**config.mk**
```make
export PLATFORM = sky130hd
export DESIGN_NAME = ordered_dither_rotate_scaler
export DESIGN_NICKNAME = d
export VERILOG_FILES = /design/src/hdl/odrs_pkg.sv /design/src/hdl/odrs_front.sv /design/src/hdl/odrs_queue.sv /design/src/hdl/odrs_back.sv /design/src/hdl/ordered_dither_rotate_scaler.sv
export SDC_FILE = /design/constraint.sdc
export NUM_CORES = 1
export LEC_CHECK = 0
export ABC_CLOCK_PERIOD_IN_PS = 5550
export BUFFER_PORTS_ARGS = -buffer_cell sky130_fd_sc_hd__buf_2
export CAP_MARGIN = 15
export CORE_AREA = 2 2 120 168
export CTS_CLUSTER_SIZE = 20
export DETAILED_ROUTE_END_ITERATION = 10
export DIE_AREA = 0 0 122 170
export PLACE_DENSITY = 0.7
export SYNTH_ARGS = -nofsm -noshare
export SYNTH_HDL_FRONTEND = slang
export SYNTH_SLANG_ARGS = --single-unit
```
**constraint.sdc**
```tcl
create_clock -name clk -period 5.55 [get_ports clk]
set_input_delay 0.2775 -clock clk [delete_from_list [all_inputs] [get_ports clk]]
set_output_delay 0.2775 -clock clk [all_outputs]
set_load 0.02 [all_outputs]
```
**src/hdl/odrs_pkg.sv**
```systemverilog
`timescale 1ns / 1ps
// ----------------------------------------------------------------------------
// odrs_pkg
// Shared constants, types and lookup functions of the ordered-dither
// rotate scaler.
// ----------------------------------------------------------------------------
package odrs_pkg;

    // frame geometry
    localparam int SRC_WIDTH  = 160;
    localparam int SRC_HEIGHT = 144;
    localparam int SCALE      = 3;
    localparam int OUT_WIDTH  = 480;

    localparam int PIX_PER_BYTE = 4;
    localparam int IDX_W        = 17;
    localparam int MASK_W       = 8;
    localparam int STRIDE_W     = 8;
    localparam logic [STRIDE_W-1:0] STRIDE_RESET = 8'd100;
    localparam logic [MASK_W-1:0]   MASK_MSB     = 8'h80;

    localparam int COL_W = $clog2(SRC_WIDTH + PIX_PER_BYTE);
    localparam int ROW_W = $clog2(SRC_HEIGHT + 1);
    localparam int LX_W  = $clog2((SRC_WIDTH + PIX_PER_BYTE) * SCALE + 1);
    localparam int NX_W  = $clog2(SRC_HEIGHT * SCALE + 1);
    localparam int SC_W  = $clog2(SCALE + 1);

    localparam int QUEUE_DEPTH = 2;
    localparam int QPTR_W      = $clog2(QUEUE_DEPTH);
    localparam int QCNT_W      = $clog2(QUEUE_DEPTH + 1);

    // 4x4 threshold matrix, entry (row*4+col) at nibble row*4+col
    localparam logic [63:0] BAYER_FLAT = 64'h5D7F_91B3_6E4C_A280;

    typedef logic [COL_W-1:0] col_t;
    typedef logic [ROW_W-1:0] row_t;

    typedef struct packed {
        logic [7:0] packed_pixels;
        col_t       col;
        row_t       row;
    } item_t;

    typedef struct packed {
        logic full;
        logic empty;
    } queue_status_t;

    function automatic logic [4:0] shade_level(input logic [1:0] shade);
        logic [4:0] lvl;
        case (shade)
            2'd0:    lvl = 5'd0;
            2'd1:    lvl = 5'd5;
            2'd2:    lvl = 5'd11;
            default: lvl = 5'd16;
        endcase
        return lvl;
    endfunction

    function automatic logic [3:0] bayer_thresh(input logic [1:0] brow, input logic [1:0] bcol);
        return BAYER_FLAT[{brow, bcol, 2'b00} +: 4];
    endfunction

endpackage

```
**src/hdl/odrs_front.sv**
```systemverilog
`timescale 1ns / 1ps
// ----------------------------------------------------------------------------
// odrs_front
// Accepts packed source bytes, tags each with its source column and row,
// and advances the raster position.
// ----------------------------------------------------------------------------
module odrs_front
    import odrs_pkg::*;
(
    input  logic          clk,
    input  logic          rst_n,
    input  logic          s_tvalid,
    output logic          s_tready,
    input  logic [7:0]    s_tdata,    // [7:0] packed_pixels
    input  logic [0:0]    s_tuser,    // [0] frame_start
    input  queue_status_t q_status,
    output logic          push_valid,
    output item_t         push_item
);

    col_t col_reg, col_next;
    row_t row_reg, row_next;
    col_t cur_col;
    row_t cur_row;
    logic [COL_W:0] col_sum;
    logic [ROW_W:0] row_sum;

    assign s_tready   = !q_status.full;
    assign push_valid = s_tvalid && s_tready;

    // frame start overrides the running position for this byte
    assign cur_col = s_tuser[0] ? '0 : col_reg;
    assign cur_row = s_tuser[0] ? '0 : row_reg;

    assign push_item.packed_pixels = s_tdata;
    assign push_item.col           = cur_col;
    assign push_item.row           = cur_row;

    always_comb
    begin
        col_sum  = {1'b0, cur_col} + (COL_W+1)'(PIX_PER_BYTE);
        row_sum  = {1'b0, cur_row} + (ROW_W+1)'(1);
        col_next = col_t'(col_sum);
        row_next = cur_row;
        if (col_sum >= (COL_W+1)'(SRC_WIDTH))
        begin
            col_next = '0;
            row_next = (row_sum >= (ROW_W+1)'(SRC_HEIGHT)) ? '0 : row_t'(row_sum);
        end
    end

    always_ff @(posedge clk or negedge rst_n)
    begin
        if (!rst_n)
        begin
            col_reg <= '0;
            row_reg <= '0;
        end
        else if (push_valid)
        begin
            col_reg <= col_next;
            row_reg <= row_next;
        end
    end

endmodule

```
**src/hdl/odrs_queue.sv**
```systemverilog
`timescale 1ns / 1ps
// ----------------------------------------------------------------------------
// odrs_queue
// Short FIFO of tagged source bytes between the front and the back.
// ----------------------------------------------------------------------------
module odrs_queue
    import odrs_pkg::*;
(
    input  logic          clk,
    input  logic          rst_n,
    input  logic          push_valid,
    input  item_t         push_item,
    input  logic          pop,
    output item_t         pop_item,
    output queue_status_t q_status
);

    item_t             entry_reg [QUEUE_DEPTH];
    logic [QPTR_W-1:0] wr_ptr_reg, rd_ptr_reg;
    logic [QCNT_W-1:0] count_reg;

    assign q_status.full  = (count_reg == QCNT_W'(QUEUE_DEPTH));
    assign q_status.empty = (count_reg == '0);
    assign pop_item       = entry_reg[rd_ptr_reg];

    always_ff @(posedge clk)
    begin
        if (push_valid)
            entry_reg[wr_ptr_reg] <= push_item;
    end

    always_ff @(posedge clk or negedge rst_n)
    begin
        if (!rst_n)
        begin
            wr_ptr_reg <= '0;
            rd_ptr_reg <= '0;
            count_reg  <= '0;
        end
        else
        begin
            if (push_valid)
                wr_ptr_reg <= (wr_ptr_reg == QPTR_W'(QUEUE_DEPTH-1)) ? '0 : wr_ptr_reg + 1'b1;
            if (pop)
                rd_ptr_reg <= (rd_ptr_reg == QPTR_W'(QUEUE_DEPTH-1)) ? '0 : rd_ptr_reg + 1'b1;
            if (push_valid && !pop)
                count_reg <= count_reg + 1'b1;
            else if (pop && !push_valid)
                count_reg <= count_reg - 1'b1;
        end
    end

endmodule

```
**src/hdl/odrs_back.sv**
```systemverilog
`timescale 1ns / 1ps
// ----------------------------------------------------------------------------
// odrs_back
// Walks pixel, dy, dx of one byte, one bit write per cycle while m_tready
// does not stall the output, and forms the rotated byte address, mask and
// dither decision in a registered output.
module odrs_back
    import odrs_pkg::*;
(
    input  logic                clk,
    input  logic                rst_n,
    input  logic [STRIDE_W-1:0] stride,
    input  queue_status_t       q_status,
    input  item_t               q_item,
    output logic                q_pop,
    output logic                m_tvalid,
    input  logic                m_tready,
    output logic [31:0]         m_tdata,  // [16:0] byte_index, [24:17] pixel_mask, zero pad
    output logic [0:0]          m_tuser,  // [0] dark
    output logic                m_tlast   // last_of_item
);

    // generator state
    logic             gen_valid_reg;
    logic [1:0]       p_reg;
    logic [SC_W-1:0]  dy_reg, dx_reg;
    logic [LX_W-1:0]  lx_reg;
    logic [NX_W-1:0]  natx_reg, natx_base_reg;
    logic [7:0]       packed_reg;

    // output stage
    logic              out_valid_reg;
    logic [IDX_W-1:0]  out_index_reg, out_index_next;
    logic [MASK_W-1:0] out_mask_reg, out_mask_next;
    logic              out_dark_reg, out_dark_next;
    logic              out_last_reg;

    logic             out_ready, gen_take, gen_last, load;
    logic [IDX_W-1:0] lx_ext, natx_ext, nat_y;
    logic [7:0]       shifted;
    logic [4:0]       level;
    logic [3:0]       thresh;

    assign out_ready = !out_valid_reg || m_tready;
    assign gen_take  = gen_valid_reg && out_ready;
    assign gen_last  = (p_reg == 2'd3) && (dy_reg == SC_W'(SCALE-1))
                       && (dx_reg == SC_W'(SCALE-1));
    assign load      = !q_status.empty && (!gen_valid_reg || (gen_take && gen_last));
    assign q_pop     = load;

    always_ff @(posedge clk or negedge rst_n)
    begin
        if (!rst_n)
        begin
            gen_valid_reg <= 1'b0;
            p_reg         <= '0;
            dy_reg        <= '0;
            dx_reg        <= '0;
            lx_reg        <= '0;
            natx_reg      <= '0;
            natx_base_reg <= '0;
            packed_reg    <= '0;
        end
        else if (load)
        begin
            gen_valid_reg <= 1'b1;
            p_reg         <= '0;
            dy_reg        <= '0;
            dx_reg        <= '0;
            lx_reg        <= LX_W'(q_item.col) * LX_W'(SCALE);
            natx_reg      <= NX_W'(q_item.row) * NX_W'(SCALE);
            natx_base_reg <= NX_W'(q_item.row) * NX_W'(SCALE);
            packed_reg    <= q_item.packed_pixels;
        end
        else if (gen_take)
        begin
            if (gen_last)
                gen_valid_reg <= 1'b0;
            else if (dx_reg != SC_W'(SCALE-1))
            begin
                dx_reg <= dx_reg + 1'b1;
                lx_reg <= lx_reg + 1'b1;
            end
            else if (dy_reg != SC_W'(SCALE-1))
            begin
                // back to the first column of this pixel, next native x
                dx_reg   <= '0;
                dy_reg   <= dy_reg + 1'b1;
                natx_reg <= natx_reg + 1'b1;
                lx_reg   <= lx_reg - LX_W'(SCALE-1);
            end
            else
            begin
                // next pixel starts one past the current logical x
                dx_reg   <= '0;
                dy_reg   <= '0;
                p_reg    <= p_reg + 1'b1;
                natx_reg <= natx_base_reg;
                lx_reg   <= lx_reg + 1'b1;
            end
        end
    end

    always_comb
    begin
        lx_ext         = IDX_W'(lx_reg);
        natx_ext       = IDX_W'(natx_reg);
        nat_y          = IDX_W'(OUT_WIDTH-1) - lx_ext;
        shifted        = packed_reg >> {p_reg, 1'b0};
        level          = shade_level(shifted[1:0]);
        thresh         = bayer_thresh(natx_ext[1:0], lx_ext[1:0]);
        out_index_next = nat_y * IDX_W'(stride) + (natx_ext >> 3);
        out_mask_next  = MASK_MSB >> natx_ext[2:0];
        out_dark_next  = (level > {1'b0, thresh});
    end

    always_ff @(posedge clk or negedge rst_n)
    begin
        if (!rst_n)
            out_valid_reg <= 1'b0;
        else if (out_ready)
            out_valid_reg <= gen_valid_reg;
    end

    always_ff @(posedge clk)
    begin
        if (gen_take)
        begin
            out_index_reg <= out_index_next;
            out_mask_reg  <= out_mask_next;
            out_dark_reg  <= out_dark_next;
            out_last_reg  <= gen_last;
        end
    end

    assign m_tvalid = out_valid_reg;
    assign m_tdata  = {7'b0, out_mask_reg, out_index_reg};
    assign m_tuser  = out_dark_reg;
    assign m_tlast  = out_last_reg;

endmodule

```
**src/hdl/ordered_dither_rotate_scaler.sv**
```systemverilog
`timescale 1ns / 1ps
// ----------------------------------------------------------------------------
// ordered_dither_rotate_scaler
// 2-bpp source to 1-bpp rotated, scaled, Bayer 4x4 dithered bit writes.
// ----------------------------------------------------------------------------
// Each accepted source byte (four pixels, raster order) produces
// 4*SCALE*SCALE framebuffer bit writes, 36 at the default SCALE of 3, issued
// one per cycle by the back-end sequencer unless m_tready stalls the output;
// that sequencer sets the sustained byte rate. The front end tags each byte
// with its source position and parks it in a two-entry queue, so up to three
// bytes are held (plus the write waiting in the output register) and new
// bytes are taken while writes are still going out. A byte passes the queue
// entry, generator registers and output register before its first write. The
// last write of each byte carries tlast; tuser on the output is the dark flag
// (1 clears the bit). The user must write row_stride_bytes through cfg_we/
// cfg_wdata only while the block is idle; the block does not enforce this.
module ordered_dither_rotate_scaler
    import odrs_pkg::*;
(
    input  logic                clk,
    input  logic                rst_n,
    input  logic                cfg_we,
    input  logic [STRIDE_W-1:0] cfg_wdata,  // row_stride_bytes
    input  logic                s_tvalid,
    output logic                s_tready,
    input  logic [7:0]          s_tdata,    // [7:0] packed_pixels
    input  logic [0:0]          s_tuser,    // [0] frame_start
    output logic                m_tvalid,
    input  logic                m_tready,
    output logic [31:0]         m_tdata,    // [16:0] byte_index, [24:17] pixel_mask
    output logic [0:0]          m_tuser,    // [0] dark
    output logic                m_tlast     // last_of_item
);

    logic [STRIDE_W-1:0] stride_reg;
    queue_status_t       q_status;
    logic                push_valid;
    item_t               push_item;
    item_t               q_item;
    logic                q_pop;

    always_ff @(posedge clk or negedge rst_n)
    begin
        if (!rst_n)
            stride_reg <= STRIDE_RESET;
        else if (cfg_we)
            stride_reg <= cfg_wdata;
    end

    odrs_front u_front (
        .clk        (clk),
        .rst_n      (rst_n),
        .s_tvalid   (s_tvalid),
        .s_tready   (s_tready),
        .s_tdata    (s_tdata),
        .s_tuser    (s_tuser),
        .q_status   (q_status),
        .push_valid (push_valid),
        .push_item  (push_item)
    );

    odrs_queue u_queue (
        .clk        (clk),
        .rst_n      (rst_n),
        .push_valid (push_valid),
        .push_item  (push_item),
        .pop        (q_pop),
        .pop_item   (q_item),
        .q_status   (q_status)
    );

    odrs_back u_back (
        .clk      (clk),
        .rst_n    (rst_n),
        .stride   (stride_reg),
        .q_status (q_status),
        .q_item   (q_item),
        .q_pop    (q_pop),
        .m_tvalid (m_tvalid),
        .m_tready (m_tready),
        .m_tdata  (m_tdata),
        .m_tuser  (m_tuser),
        .m_tlast  (m_tlast)
    );

    // every write addresses exactly one bit
    a_mask_onehot: assert property (@(posedge clk) disable iff (!rst_n)
        m_tvalid |-> $onehot(m_tdata[24:17]))
        else $error("pixel mask not one-hot");

    // a frame-start byte is tagged with the origin
    a_frame_start_origin: assert property (@(posedge clk) disable iff (!rst_n)
        (s_tvalid && s_tready && s_tuser[0]) |-> (push_item.col == '0 && push_item.row == '0))
        else $error("frame start did not reset position");

    // tagged positions stay inside the source frame
    a_position_range: assert property (@(posedge clk) disable iff (!rst_n)
        push_valid |-> (push_item.col < COL_W'(SRC_WIDTH) && push_item.row < ROW_W'(SRC_HEIGHT)))
        else $error("source position out of range");

    // no pop from an empty queue
    a_no_empty_pop: assert property (@(posedge clk) disable iff (!rst_n)
        q_pop |-> !q_status.empty)
        else $error("pop from empty queue");

endmodule
```
======== Word level (Yosys, flattened, before mapping) ========
Memory sizes are Yosys's and may differ from the RTL's.
Index checks and enable logic that the tools add are counted.
storage, ports and cells
  bits in writable memories ............... 48
  register bits after elaboration ......... 98
  memories kept ........................... 1
  input port bits ......................... 22
  word-level logic and storage cells ...... 118
  output and inout port bits .............. 36
operators by class
  shift operators ......................... 3
  equality and inequality tests ........... 11
  magnitude comparators ................... 3
  $add $sub $neg .......................... 14
  multiplexer cells ....................... 39
  multipliers ............................. 3
  reductions and logical operators ........ 25
memories
  memory             words  width  rd ports  clocked after Yosys merged registers in  wr ports  line              RTL
  u_queue.entry_reg  2      24     1         0                                        1         odrs_queue.sv:18  item_t entry_reg [QUEUE_DEPTH];
operators with widths
  operator                 number
  $mux 9                   10
  $shiftx 64x7->4 const A  1
  $mux 8                   5
  $mux 2                   16
  $add 9x1->9 const B      2
  $ge 9x8->1 const B       2
  $mul 8x2->9 const B      2
  $add 17x6->17            1
  $mul 17x8->17            1
  $pmux 5 s3               1
  $eq 2x2->1 const B       5
  $ne 2x2->1 const B       5
  $sub 9x9->10 const A     1
  $add 8x1->9 const B      1
  $add 8x3->9 const B      1
  $sub 9x2->9 const B      1
  $add 2x1->2 const B      4
  $logic_and 1x1->1        8
  $shr 8x3->2              1
  $shr 8x3->8 const A      1
  $mux 1                   7
  $logic_not 1->1          6
  $reduce_bool 2->1        3
  $gt 5x4->1               1
  other kinds (8)          12

======== Logic depth before layout (Yosys ltp) ========
Gate-level depths: netlist (run 1).
  depth in word-level cells ............... 9
  mapped depth ............................ 19

======== By module ========
From an unflattened synthesis (run 1), not the netlist that was laid out.
unflattened totals
  cell total of the unflattened synthesis .. 1005
  area, all modules ....................... 10717.8 µm²
by module, submodules not included
  module                        cells an instance  sequential area each (µm²)  area each (µm²)  times used
  odrs_back                     756                1886.8                      7249.5           1
  odrs_queue                    91                 1541.5                      2020.7           1
  odrs_front                    141                400.4                       1112.3           1
  ordered_dither_rotate_scaler  17                 203.9                       335.3            1

======== Least setup slack after synthesis (run 1) ========
OpenSTA, ideal clock, no wires.
  path kind ............................... flip-flop to flip-flop
  from .................................... register u_back.lx_reg[5]
  to ...................................... register u_back.out_index_reg[16] (data pin)
  library setup time ...................... 0.260 ns
  cell stages (with the launch flop) ...... 17
  setup slack ............................. 0.764 ns
  arrival ................................. 4.526 ns
  period minus slack after synthesis ...... 4.786 ns
  data required time ...................... 5.290 ns
  path through ............................ dfrtp_1 ha_1 xnor2_1 and2_1 fa_1 fa_1 fa_1 inv_1 fa_1 inv_1 ha_1 a21o_1 a21oi_1 o21bai_1 a221o_1 a31oi_1 xnor2_1
between the ends
  word-level cells in the longest chain between the ends .. 3
RTL lines
  what                           line              RTL
  from (decl)                    odrs_back.sv:27   logic [LX_W-1:0] lx_reg;
  from (signal assigned)         odrs_back.sv:70   lx_reg <= LX_W'(q_item.col) * LX_W'(SCALE);
  from (signal assigned)         odrs_back.sv:82   lx_reg <= lx_reg + 1'b1;
  from (signal assigned)         odrs_back.sv:90   lx_reg <= lx_reg - LX_W'(SCALE-1);
  $sub 9x9->10                   odrs_back.sv:108  nat_y = IDX_W'(OUT_WIDTH-1) - lx_ext;
  $mul 17x8->17                  odrs_back.sv:112  out_index_next = nat_y * IDX_W'(stride) + (natx_ext >> 3);
  $add 17x6->17                  odrs_back.sv:112
  net u_back.out_index_next[16]  odrs_back.sv:33   logic [IDX_W-1:0] out_index_reg, out_index_next;
  to (signal assigned)           odrs_back.sv:129  out_index_reg <= out_index_next;
  to (decl)                      odrs_back.sv:33
The timed path passes the listed nets, and every way through them passes these cells.
A chain may end at the register's enable or synchronous reset.

======== Worst setup path after layout (run 1) ========
Same ends and word-level chain as after synthesis.

==> metrics.txt, run 1 <==
status completed; clk sinks 146; met3 usage 4.52%; kind of critical path register to register; max reg flops 48; crit path time final 5.26 ns; Pre-Repair DR Iteration Count 5; most frequent cells in the layout 124 x inv_1, 97 x nand2_1, 75 x edfxtp_1; vias in the first global route 7384; CP Data Required Time 5.74 ns; crit start category register; RSZ-0062 raised after global routing false; Clock Skews 0.00897 ns; commonest non-fill, non-tap cell in the layout inv_1; RR Startpoint u_back.lx_reg[5]$_DFFE_PN0P_; TNS Setup 0 ns; DRT iter0 DRCs 268; fin. max-slew vios 0; Vias/cell 5.49; DIE AREA 20700 µm²; Async SR Flop Fraction 48.6%; Routed WL per cell 15.4 µm; reg2reg path depth 16; routed vias 7173; Core ar. 19100 µm²; hold_buf cts 0; sequential fraction of the synthesis area 38.8%; Cell Rows 60; register bit count reported by yosys 146; Finished Layout Cells 1307; Worst-Margin Slew 0.950 ns; Worst R2R Setup Slack 0.29 ns; Post-Syn Area 10400 µm²; Mapped Avg Cell Area 10.4 µm²; clock root cell clkbuf_16; pin count of the biggest net entering global routing 72; crit-path max cell delay 0.60 ns; antenna viol nets, final 0; Post-Syn Instances 1002; dpl cells 1273; crit-path most repeated cell fa_1; Fmax achieved 190 MHz; total track usage 21.1%; Initial Util 54.3%; Warnings, synthesis 0; initial antenna violation count 1; # IOs 58; Hold Fails Final Rpt 0; Die H 170 µm; clk buf depth 2; hold depth 1; Reg area 4030 µm²; dpl ws 0.206 ns; total grt overflow 0; Buffers on Ports 50; gpl congestion 0.872; post-synthesis cell type count 71; number of CTS-inserted buffers 17; CP endpoint kind register; Worst Path Max Fanout 14; main flop type after synthesis edfxtp_1; crit share post-route 94.8%; worst rel slew slack 36.5%; busiest grt layer met2; critical-path cell list inv_1, ha_1, nor2b_1, fa_1, fa_1, fa_1, inv_1, fa_1, inv_1, ha_1, a21o_1, a21oi_1, o21bai_1, a221o_1, a31oi_1, xnor2_1; die width 122 µm; Final setup violation count 0; M1 GR Usage 23.6%; DRC violations left 0; Worst-path clk slew 0.07 ns; post-route worst setup slack 0.290 ns; reg2reg end u_back.out_index_reg[16]$_DFFE_PP_; slowest CP cell dfrtp_1; CTS tree built; share of layout cells above drive strength 1 12.6%; crit path DAT 5.45 ns; Max-Cap Viols 0; worst skew pair latency 0.43 ns; Nets 1205; Hold Crit Class primary input to register; Layout fillers 1617; post-detail-place hpwl 15.2 mm; final wirelength 20.2 mm; met2 Use GR 38.9%; H-tree depth 4; worst hold endpoint u_queue.entry_reg[0][18]$_DFFE_PP_; global-route wire length before repair 34.6 mm; min-delay src s_tdata[2]; EDFF count, synth 75; WHS 0.0305 ns; Multi-input gate area 5700 µm²; Layout area overhead 10.6%
[through the flow]
| stage | cell area [µm²] | utilization, % |
|---|---|---|
| after detailed placement | 10900 | 56.8 |
| after floorplan | 10400 | - |
| after global placement | 10900 | 56.8 |
| after CTS | 11500 | 59.9 |
| final | 11500 | 60.1 |
| after global routing | 11500 | 60.0 |
[area by class of cell]
| class | count | share of cell area (%) |
|---|---|---|
| flip-flops and latches | 146 | 35.1 |
| diodes | 1 | 0.0218 |
| multi-input cells | 689 | 49.6 |
| repair buffers | 65 | 3.22 |
| clock inverters | 15 | 1.57 |
| clock buffers | 17 | 3.70 |
| inverters | 126 | 4.11 |
| well taps | 248 | 2.70 |
[Yosys cell counts, types with 5 or more instances]
cell      number  area [µm²]
inv_1        124         465
nand2_1       97         364
edfxtp_1      75        2250
fa_1          70        1400
dfrtp_1       68        1700
ha_1          68         851
nor2b_1       54         338
nor2_1        45         169
o21ai_0       44         220
a21oi_1       32         160
xnor2_1       32         280
clkbuf_1      29         109
and2_1        27         169
mux2_2        20         225
nand3_1       16        80.1
a31oi_1       14        87.6
mux2i_1       14         140
xor2_1        12         105
nand2b_1      11        68.8
nor3_1        11        55.1
a21o_1         9        67.6
and3_1         8        50.1
o211ai_1       8        60.1
buf_2          7        35.0
buf_4          7        52.6
o31ai_1        7        52.6
a211oi_1       5        37.5
nand4_1        5        31.3
or3_1          5        31.3
[timing repair]
action / CTS / global route
resized for setup: 0 / 1
endpoints found under the setup margin: 0 / 1
buffers inserted: 0 / 0
[worst max-delay path, delay by kind of cell (launching register included)]
family          cells  cell delay (ns)
fa+ha+maj           6             2.89
buf+inv             3             0.23
flops               1             0.60
compound gates      5             1.10
simple gates        1             0.11
xor+xnor            1             0.09
[per-layer routing]
metal,wire (µm),vias up
met2,10900,127
met3,628,39
met1,8130,3554
li1,-,3453
met5,0,-
met4,536,0
[worst max path at each step]
| stage | start | to | slack, ns | depth (start not counted) |
|---|---|---|---|---|
| final | u_back.lx_reg[5]$_DFFE_PN0P_ | u_back.out_index_reg[16]$_DFFE_PP_ | 0.29 | 16 |
| after global routing | u_back.lx_reg[5]$_DFFE_PN0P_ | u_back.out_index_reg[16]$_DFFE_PP_ | 0.02 | 17 |
| after CTS | u_back.lx_reg[5]$_DFFE_PN0P_ | u_back.out_index_reg[16]$_DFFE_PP_ | 0.20 | 16 |
| after detailed placement | u_back.lx_reg[5]$_DFFE_PN0P_ | u_back.out_index_reg[16]$_DFFE_PP_ | 0.21 | 16 |
| after global placement | u_back.lx_reg[5]$_DFFE_PN0P_ | u_back.out_index_reg[16]$_DFFE_PP_ | 0.39 | 16 |
| after floorplan | u_back.lx_reg[5]$_DFFE_PN0P_ | u_back.out_index_reg[16]$_DFFE_PP_ | 0.76 | 16 |
[cell families (layout without fill, tap and decap cells)]
group / Yosys count / after routing / share of synthesized area, %
xor gates and xnor gates: 44 / 44 / 3.71
muxes: 36 / 36 / 3.95
other: 1 / 8 / 0.0361
AOI/OAI and AO/OA: 169 / 169 / 11.0
adders and majority gates: 138 / 138 / 21.7
DFF: 146 / 146 / 38.8
buffers and inverters: 173 / 223 / 6.66
and+or+nand+nor: 295 / 295 / 14.2
Power of run 1 is left out: the tool's default activity adds up to more than one toggle a clock period on the data nets, which glitch-free logic cannot reach.
==> run 2, diff against run 1 <==
--- a/config.mk
+++ b/config.mk
@@ -5,14 +5,17 @@
 export SDC_FILE = /design/constraint.sdc
 export NUM_CORES = 1
 export LEC_CHECK = 0
-export ABC_CLOCK_PERIOD_IN_PS = 5550
+export ABC_CLOCK_PERIOD_IN_PS = 4300
 export BUFFER_PORTS_ARGS = -buffer_cell sky130_fd_sc_hd__buf_2
 export CAP_MARGIN = 15
-export CORE_AREA = 2 2 120 168
+export CELL_PAD_IN_SITES_DETAIL_PLACEMENT = 0
+export CELL_PAD_IN_SITES_GLOBAL_PLACEMENT = 1
+export CORE_AREA = 2 2 132 185
+export CTS_BUF_LIST = sky130_fd_sc_hd__clkbuf_16
 export CTS_CLUSTER_SIZE = 20
 export DETAILED_ROUTE_END_ITERATION = 10
-export DIE_AREA = 0 0 122 170
-export PLACE_DENSITY = 0.7
+export DIE_AREA = 0 0 134 187
+export PLACE_DENSITY = 0.75
 export SYNTH_ARGS = -nofsm -noshare
 export SYNTH_HDL_FRONTEND = slang
 export SYNTH_SLANG_ARGS = --single-unit
==> constraint.sdc (replaced) <==
create_clock -name clk -period 4.3 [get_ports clk]
set_input_delay 0.215 -clock clk [delete_from_list [all_inputs] [get_ports clk]]
set_output_delay 0.215 -clock clk [all_outputs]
set_load 0.02 [all_outputs]
==> run 2 against run 1 <==
  * Count of clock-buffer cells in the layout unchanged
  * Critical endpoint is now u_back.out_index_reg[14]$_DFFE_PP_
  * The flow now finishes with violations (setup timing)
  * Register-to-register slack got worse by 0.55 ns
  * Critical path depth unchanged
  * Global-route usage fell by 3.0 points
  * Via count is 0.67% higher
==> metrics.txt, run 2 (synthesis gave the netlist of run 1 again) <==
status complete, but fails checks; failing checks setup timing; Cell Rows 67; pin count of the biggest net entering global routing 47; clk buf depth 2; clock root cell clkbuf_16; crit path to u_back.out_index_reg[14]$_DFFE_PP_; max reg flops 48; kind of critical path register to register; ant diodes 0; CTS tree built; total grt overflow 0; worst skew pair latency 0.43 ns; WHS 0.0186 ns; H-tree depth 4; dpl ws -0.307 ns; global-route wire length before repair 36.2 mm; fin util 52.5%; routed vias 7221; reg2reg path depth 16; Core ar. 23600 µm²; vias in the first global route 7543; crit start category register; clk sinks 146; Buffers on Ports 50; Worst R2R Setup Slack -0.26 ns; final wirelength 21.2 mm; Worst Path Max Fanout 8; crit-path most repeated cell fa_1; Initial Util 44.1%; Clock Skews 0.0101 ns; crit path time final 4.56 ns; crit path DAT 4.74 ns; total track usage 18.1%; TNS Setup -0.851 ns; DRT iter0 DRCs 214; Vias/cell 5.00; Hold Fails Final Rpt 0; Max-Cap Viols 0; gpl congestion 0.821; Routed WL per cell 14.7 µm; CP Data Required Time 4.48 ns; Critical Path Start u_back.lx_reg[5]$_DFFE_PN0P_; Hold Crit Class primary input to register; DRC violations left 0; RSZ-0062 raised after global routing true; slowest CP cell fa_1; Pre-Repair DR Iteration Count 4; Final setup violation count 5; commonest non-fill, non-tap cell in the layout inv_1; post-route worst setup slack -0.259 ns; Worst-path clk slew 0.07 ns; CP endpoint kind register; RR Startpoint u_back.lx_reg[5]$_DFFE_PN0P_; Worst-Margin Slew 0.811 ns; # IOs 58; antenna viol nets, final 0; DIE AREA 25100 µm²; number of CTS-inserted buffers 17; Layout area overhead 19.0%; initial antenna violation count 0; critical-path cell list ha_4, xnor2_4, and2_4, fa_1, fa_1, fa_1, inv_2, fa_1, inv_2, ha_4, a21o_1, a21oi_2, o21bai_1, a221o_1, buf_4, xnor2_1; post-detail-place hpwl 16.4 mm; crit-path max cell delay 0.51 ns; crit share post-route 106%; Nets 1280; Fmax achieved 219 MHz; share of layout cells above drive strength 1 20.7%; fin. max-slew vios 0; die width 134 µm; Die H 187 µm; reg2reg end u_back.out_index_reg[14]$_DFFE_PP_; most frequent cells in the layout 116 x inv_1, 95 x nand2_1, 81 x buf_4; worst rel slew slack 45.6%
==> run 2: routing by layer <==
| layer | wire length [µm] | GRT usage (%) |
|---|---|---|
| met1 | 8570 | 20.4 |
| met2 | 11600 | 34.0 |
| met5 | 0 | 0 |
| met3 | 476 | 2.49 |
| met4 | 516 | 7.12 |
==> run 2: worst min path at each step <==
stage	cells past startpoint	from	end	slack, ns
final	2	cfg_wdata[3]	stride_reg[3]$_DFFE_PN0P_	0.02
after global routing	2	cfg_wdata[3]	stride_reg[3]$_DFFE_PN0P_	0.02
after CTS	2	cfg_wdata[3]	stride_reg[3]$_DFFE_PN0P_	0.005
after detailed placement	1	rst_n	u_back.packed_reg[4]$_DFFE_PN0P_	0.27
after global placement	1	rst_n	u_back.packed_reg[4]$_DFFE_PN0P_	0.27
after floorplan	0	rst_n	stride_reg[0]$_DFFE_PN0P_	-0.08
==> run 2: metrics by stage <==
| step | cell area [µm²] | std cells |
|---|---|---|
| 3_3_place_gp | 11600 | 1397 |
| 5_1_grt | 12400 | 1443 |
| 3_5_place_dp | 11600 | 1397 |
| 4_1_cts | 12300 | 1441 |
| 2_1_floorplan | 10600 | 1008 |
| 6_report | 12400 | 1443 |
==> run 2: worst max-delay path: cells and delay by family (launching register included) <==
family	cells	cell delay, ns
AND/OR/NAND/NOR	1	0.19
adder cells (fa/ha/maj)	6	2.34
flip-flops	1	0.46
XOR/XNOR	2	0.32
buffers and inverters	3	0.24
AO/OA/AOI/OAI	4	0.75
==> run 2: final cells by class <==
type                       count  area (µm²)
timing repair buffer         140         971
tap                          310         388
multi-input combinational    689        5920
clock buffer                  17         425
clock inverter                15         151
inverter                     126         473
sequential                   146        4040
fill                        2109       11200
==> run 2: timing repair <==
| item | CTS | global route |
|---|---|---|
| pin swaps | 3 | 2 |
| buffers inserted | 3 | 1 |
| setup endpoints to repair | 7 | 8 |
| hold endpoints to repair | 58 | 0 |
| resized for setup | 1 | 11 |
| hold buffers | 9 | 0 |
Power of run 2 is left out for the same reason.
==> run 3, diff against run 2 <==
--- a/config.mk
+++ b/config.mk
@@ -10,12 +10,13 @@
 export CAP_MARGIN = 15
 export CELL_PAD_IN_SITES_DETAIL_PLACEMENT = 0
 export CELL_PAD_IN_SITES_GLOBAL_PLACEMENT = 1
-export CORE_AREA = 2 2 132 185
+export CORE_AREA = 2 2 134 188
 export CTS_BUF_LIST = sky130_fd_sc_hd__clkbuf_16
 export CTS_CLUSTER_SIZE = 20
 export DETAILED_ROUTE_END_ITERATION = 10
-export DIE_AREA = 0 0 134 187
-export PLACE_DENSITY = 0.75
+export DIE_AREA = 0 0 136 190
+export PLACE_DENSITY = 0.74
 export SYNTH_ARGS = -nofsm -noshare
 export SYNTH_HDL_FRONTEND = slang
+export SYNTH_HIERARCHICAL = 1
 export SYNTH_SLANG_ARGS = --single-unit
==> run 3 against run 2 <==
  * Core utilization up 0.087 points
  * Critical path type unchanged
  * Critical endpoint is now u_back/out_index_reg[16]$_DFFE_PP_
  * Flip-flop and latch count unchanged
  * Critical path depth down 1
  * Final area up 3.5%
  * Count of clock-buffer cells in the layout up 2
  * The flow still finishes with violations (setup timing)
  * Highest routed layer unchanged
  * Worst hold slack better by 0.0084 ns
==> metrics.txt, run 3 <==
status complete, but fails checks; failing checks setup timing; Async SR Flop Fraction 48.6%; Routed WL per cell 14.8 µm; Worst Path Max Fanout 6; kind of critical path register to register; pin count of the biggest net entering global routing 72; share of the synthesized area in the top cell type 21.0%; clock root cell clkbuf_16; commonest non-fill, non-tap cell in the layout nand2_1; Nets 1302; Worst R2R Setup Slack -0.59 ns; Buffers on Ports 50; Warnings, synthesis 6; RR Startpoint u_back/lx_reg[6]$_DFFE_PN0P_; Post-Syn Instances 1005; Clock Skews 0.00842 ns; cell taking the most area after synthesis edfxtp_1; gpl congestion 0.798; crit share post-route 114%; Core ar. 24300 µm²; crit path to u_back/out_index_reg[16]$_DFFE_PP_; max reg flops 48; main flop type after synthesis edfxtp_1; Post-Syn Area 10700 µm²; most frequent cells in the layout 109 x nand2_1, 92 x buf_4, 86 x inv_1; total track usage 17.9%; post-route worst setup slack -0.588 ns; Commonest cells post-synth 113 x nand2_1, 90 x inv_1, 85 x ha_1, 75 x edfxtp_1, 68 x dfrtp_1; reg2reg end u_back/out_index_reg[16]$_DFFE_PP_; DRT iter0 DRCs 251; most frequent cell after synthesis nand2_1; RSZ-0062 raised after global routing true; Cell Rows 68; sequential fraction of the synthesis area 37.6%; Hold Fails Final Rpt 0; Worst-path clk slew 0.06 ns; crit path DAT 5.06 ns; reg2reg path depth 15; dpl ws -0.688 ns; Die H 190 µm; # IOs 58; total grt overflow 0; WHS 0.0269 ns; final wirelength 21.6 mm; share of layout cells above drive strength 1 24.3%; crit path time final 4.89 ns; DIE AREA 25800 µm²; ant diodes 0; initial antenna violation count 0; CP Data Required Time 4.47 ns; CP endpoint kind register; worst skew pair latency 0.43 ns; EDFF count, synth 75; crit-path most repeated cell fa_1; number of CTS-inserted buffers 17; antenna viol nets, final 0; DRC violations left 0; CTS tree built; Mapped Avg Cell Area 10.7 µm²; main area contributors after synthesis edfxtp_1 21%, dfrtp_1 16%, fa_1 12%; Layout area overhead 19.4%; post-detail-place hpwl 16.5 mm; register bit count reported by yosys 146; clk buf depth 2; critical-path cell list and3_4, xnor2_4, buf_4, and2_1, fa_1, fa_1, fa_1, fa_1, ha_1, ha_4, a2111o_1, a41oi_2, o41ai_2, a21oi_1, xnor2_1; Layout fillers 2218; fin. max-slew vios 0; Hold Crit Class primary input to register; Max-Cap Viols 0; Vias/cell 5.04; global-route wire length before repair 36.6 mm; clk sinks 146; Fmax achieved 205 MHz; vias in the first global route 7603; routed vias 7352; Worst-Margin Slew 1.14 ns; Initial Util 44.0%; crit start category register; post-synthesis cell type count 74; H-tree depth 4; crit-path max cell delay 0.54 ns; worst rel slew slack 24.2%; Final setup violation count 10; die width 136 µm; slowest CP cell fa_1; Critical Path Start u_back/lx_reg[6]$_DFFE_PN0P_; Pre-Repair DR Iteration Count 4
## run 3: timing repair
item | 4_1_cts | 5_1_grt
setup buffers | 6 | 0
hold endpoints to repair | 86 | 0
pin swaps | 29 | 17
resized for setup | 11 | 14
endpoints found under the setup margin | 10 | 10
hold buffers | 11 | 0
## run 3: layout make-up
cell class	instances	area (µm²)	area share, %
multi-input cells	720	6330	49.5
flip-flops and latches	146	4040	31.5
repair buffers	153	1060	8.26
clock buffers	19	475	3.72
well taps	315	394	3.08
inverters	92	358	2.80
clock inverters	13	146	1.14
## run 3: how the worst min path moves through the flow
| stage | start | end | slack [ns] | cells past startpoint |
|---|---|---|---|---|
| floorplan | rst_n | stride_reg[0]$_DFFE_PN0P_ | -0.08 | 0 |
| detailed placement | s_tdata[6] | u_queue/entry_reg[0][22]$_DFFE_PP_ | 0.41 | 1 |
| global placement | s_tdata[0] | u_queue/entry_reg[0][16]$_DFFE_PP_ | 0.40 | 1 |
| finish | cfg_wdata[5] | stride_reg[5]$_DFFE_PN1P_ | 0.03 | 2 |
| global route | cfg_wdata[5] | stride_reg[5]$_DFFE_PN1P_ | 0.02 | 2 |
| CTS | cfg_wdata[5] | stride_reg[5]$_DFFE_PN1P_ | 0.004 | 2 |
## run 3: per-stage QoR
| stage | util (%) | std cells | setup TNS (ns) | area [µm²] |
|---|---|---|---|---|
| 2_1_floorplan | - | 1011 | -2.03 | 11000 |
| 3_3_place_gp | 48.9 | 1409 | -3.96 | 11900 |
| 3_5_place_dp | 48.9 | 1409 | -4.45 | 11900 |
| 4_1_cts | 52.3 | 1458 | -4.04 | 12700 |
| 5_1_grt | 52.6 | 1458 | -5.11 | 12800 |
| 6_report | 52.6 | 1458 | -3.51 | 12800 |
## run 3: routing by layer
metal / vias to the layer above / GRT usage [%] / part of all wire [%]
met5: - / 0 / 0
met4: 0 / 6.37 / 2.1
met3: 32 / 2.80 / 1.7
met2: 79 / 33.9 / 56
met1: 3599 / 20.0 / 40
li1: 3642 / - / -
## run 3: critical path: cells and delay by family, from the launching register on
| family | cells | cell delay [ns] |
|---|---|---|
| xor+xnor | 2 | 0.24 |
| fa+ha+maj | 6 | 2.51 |
| flops | 1 | 0.44 |
| compound gates | 4 | 0.91 |
| buf+inv | 1 | 0.16 |
| simple gates | 2 | 0.38 |
## run 3: logic make-up after synthesis
family,Yosys count,synth area share [%]
buffers and inverters,145,6.75
XOR/XNOR,49,4.00
multiplexers,38,5.11
other,1,0.0350
flip-flops,146,37.6
AO/OA/AOI/OAI,156,9.58
adder cells (fa/ha/maj),150,22.1
AND/OR/NAND/NOR,320,14.8
Power of run 3 is left out for the same reason.
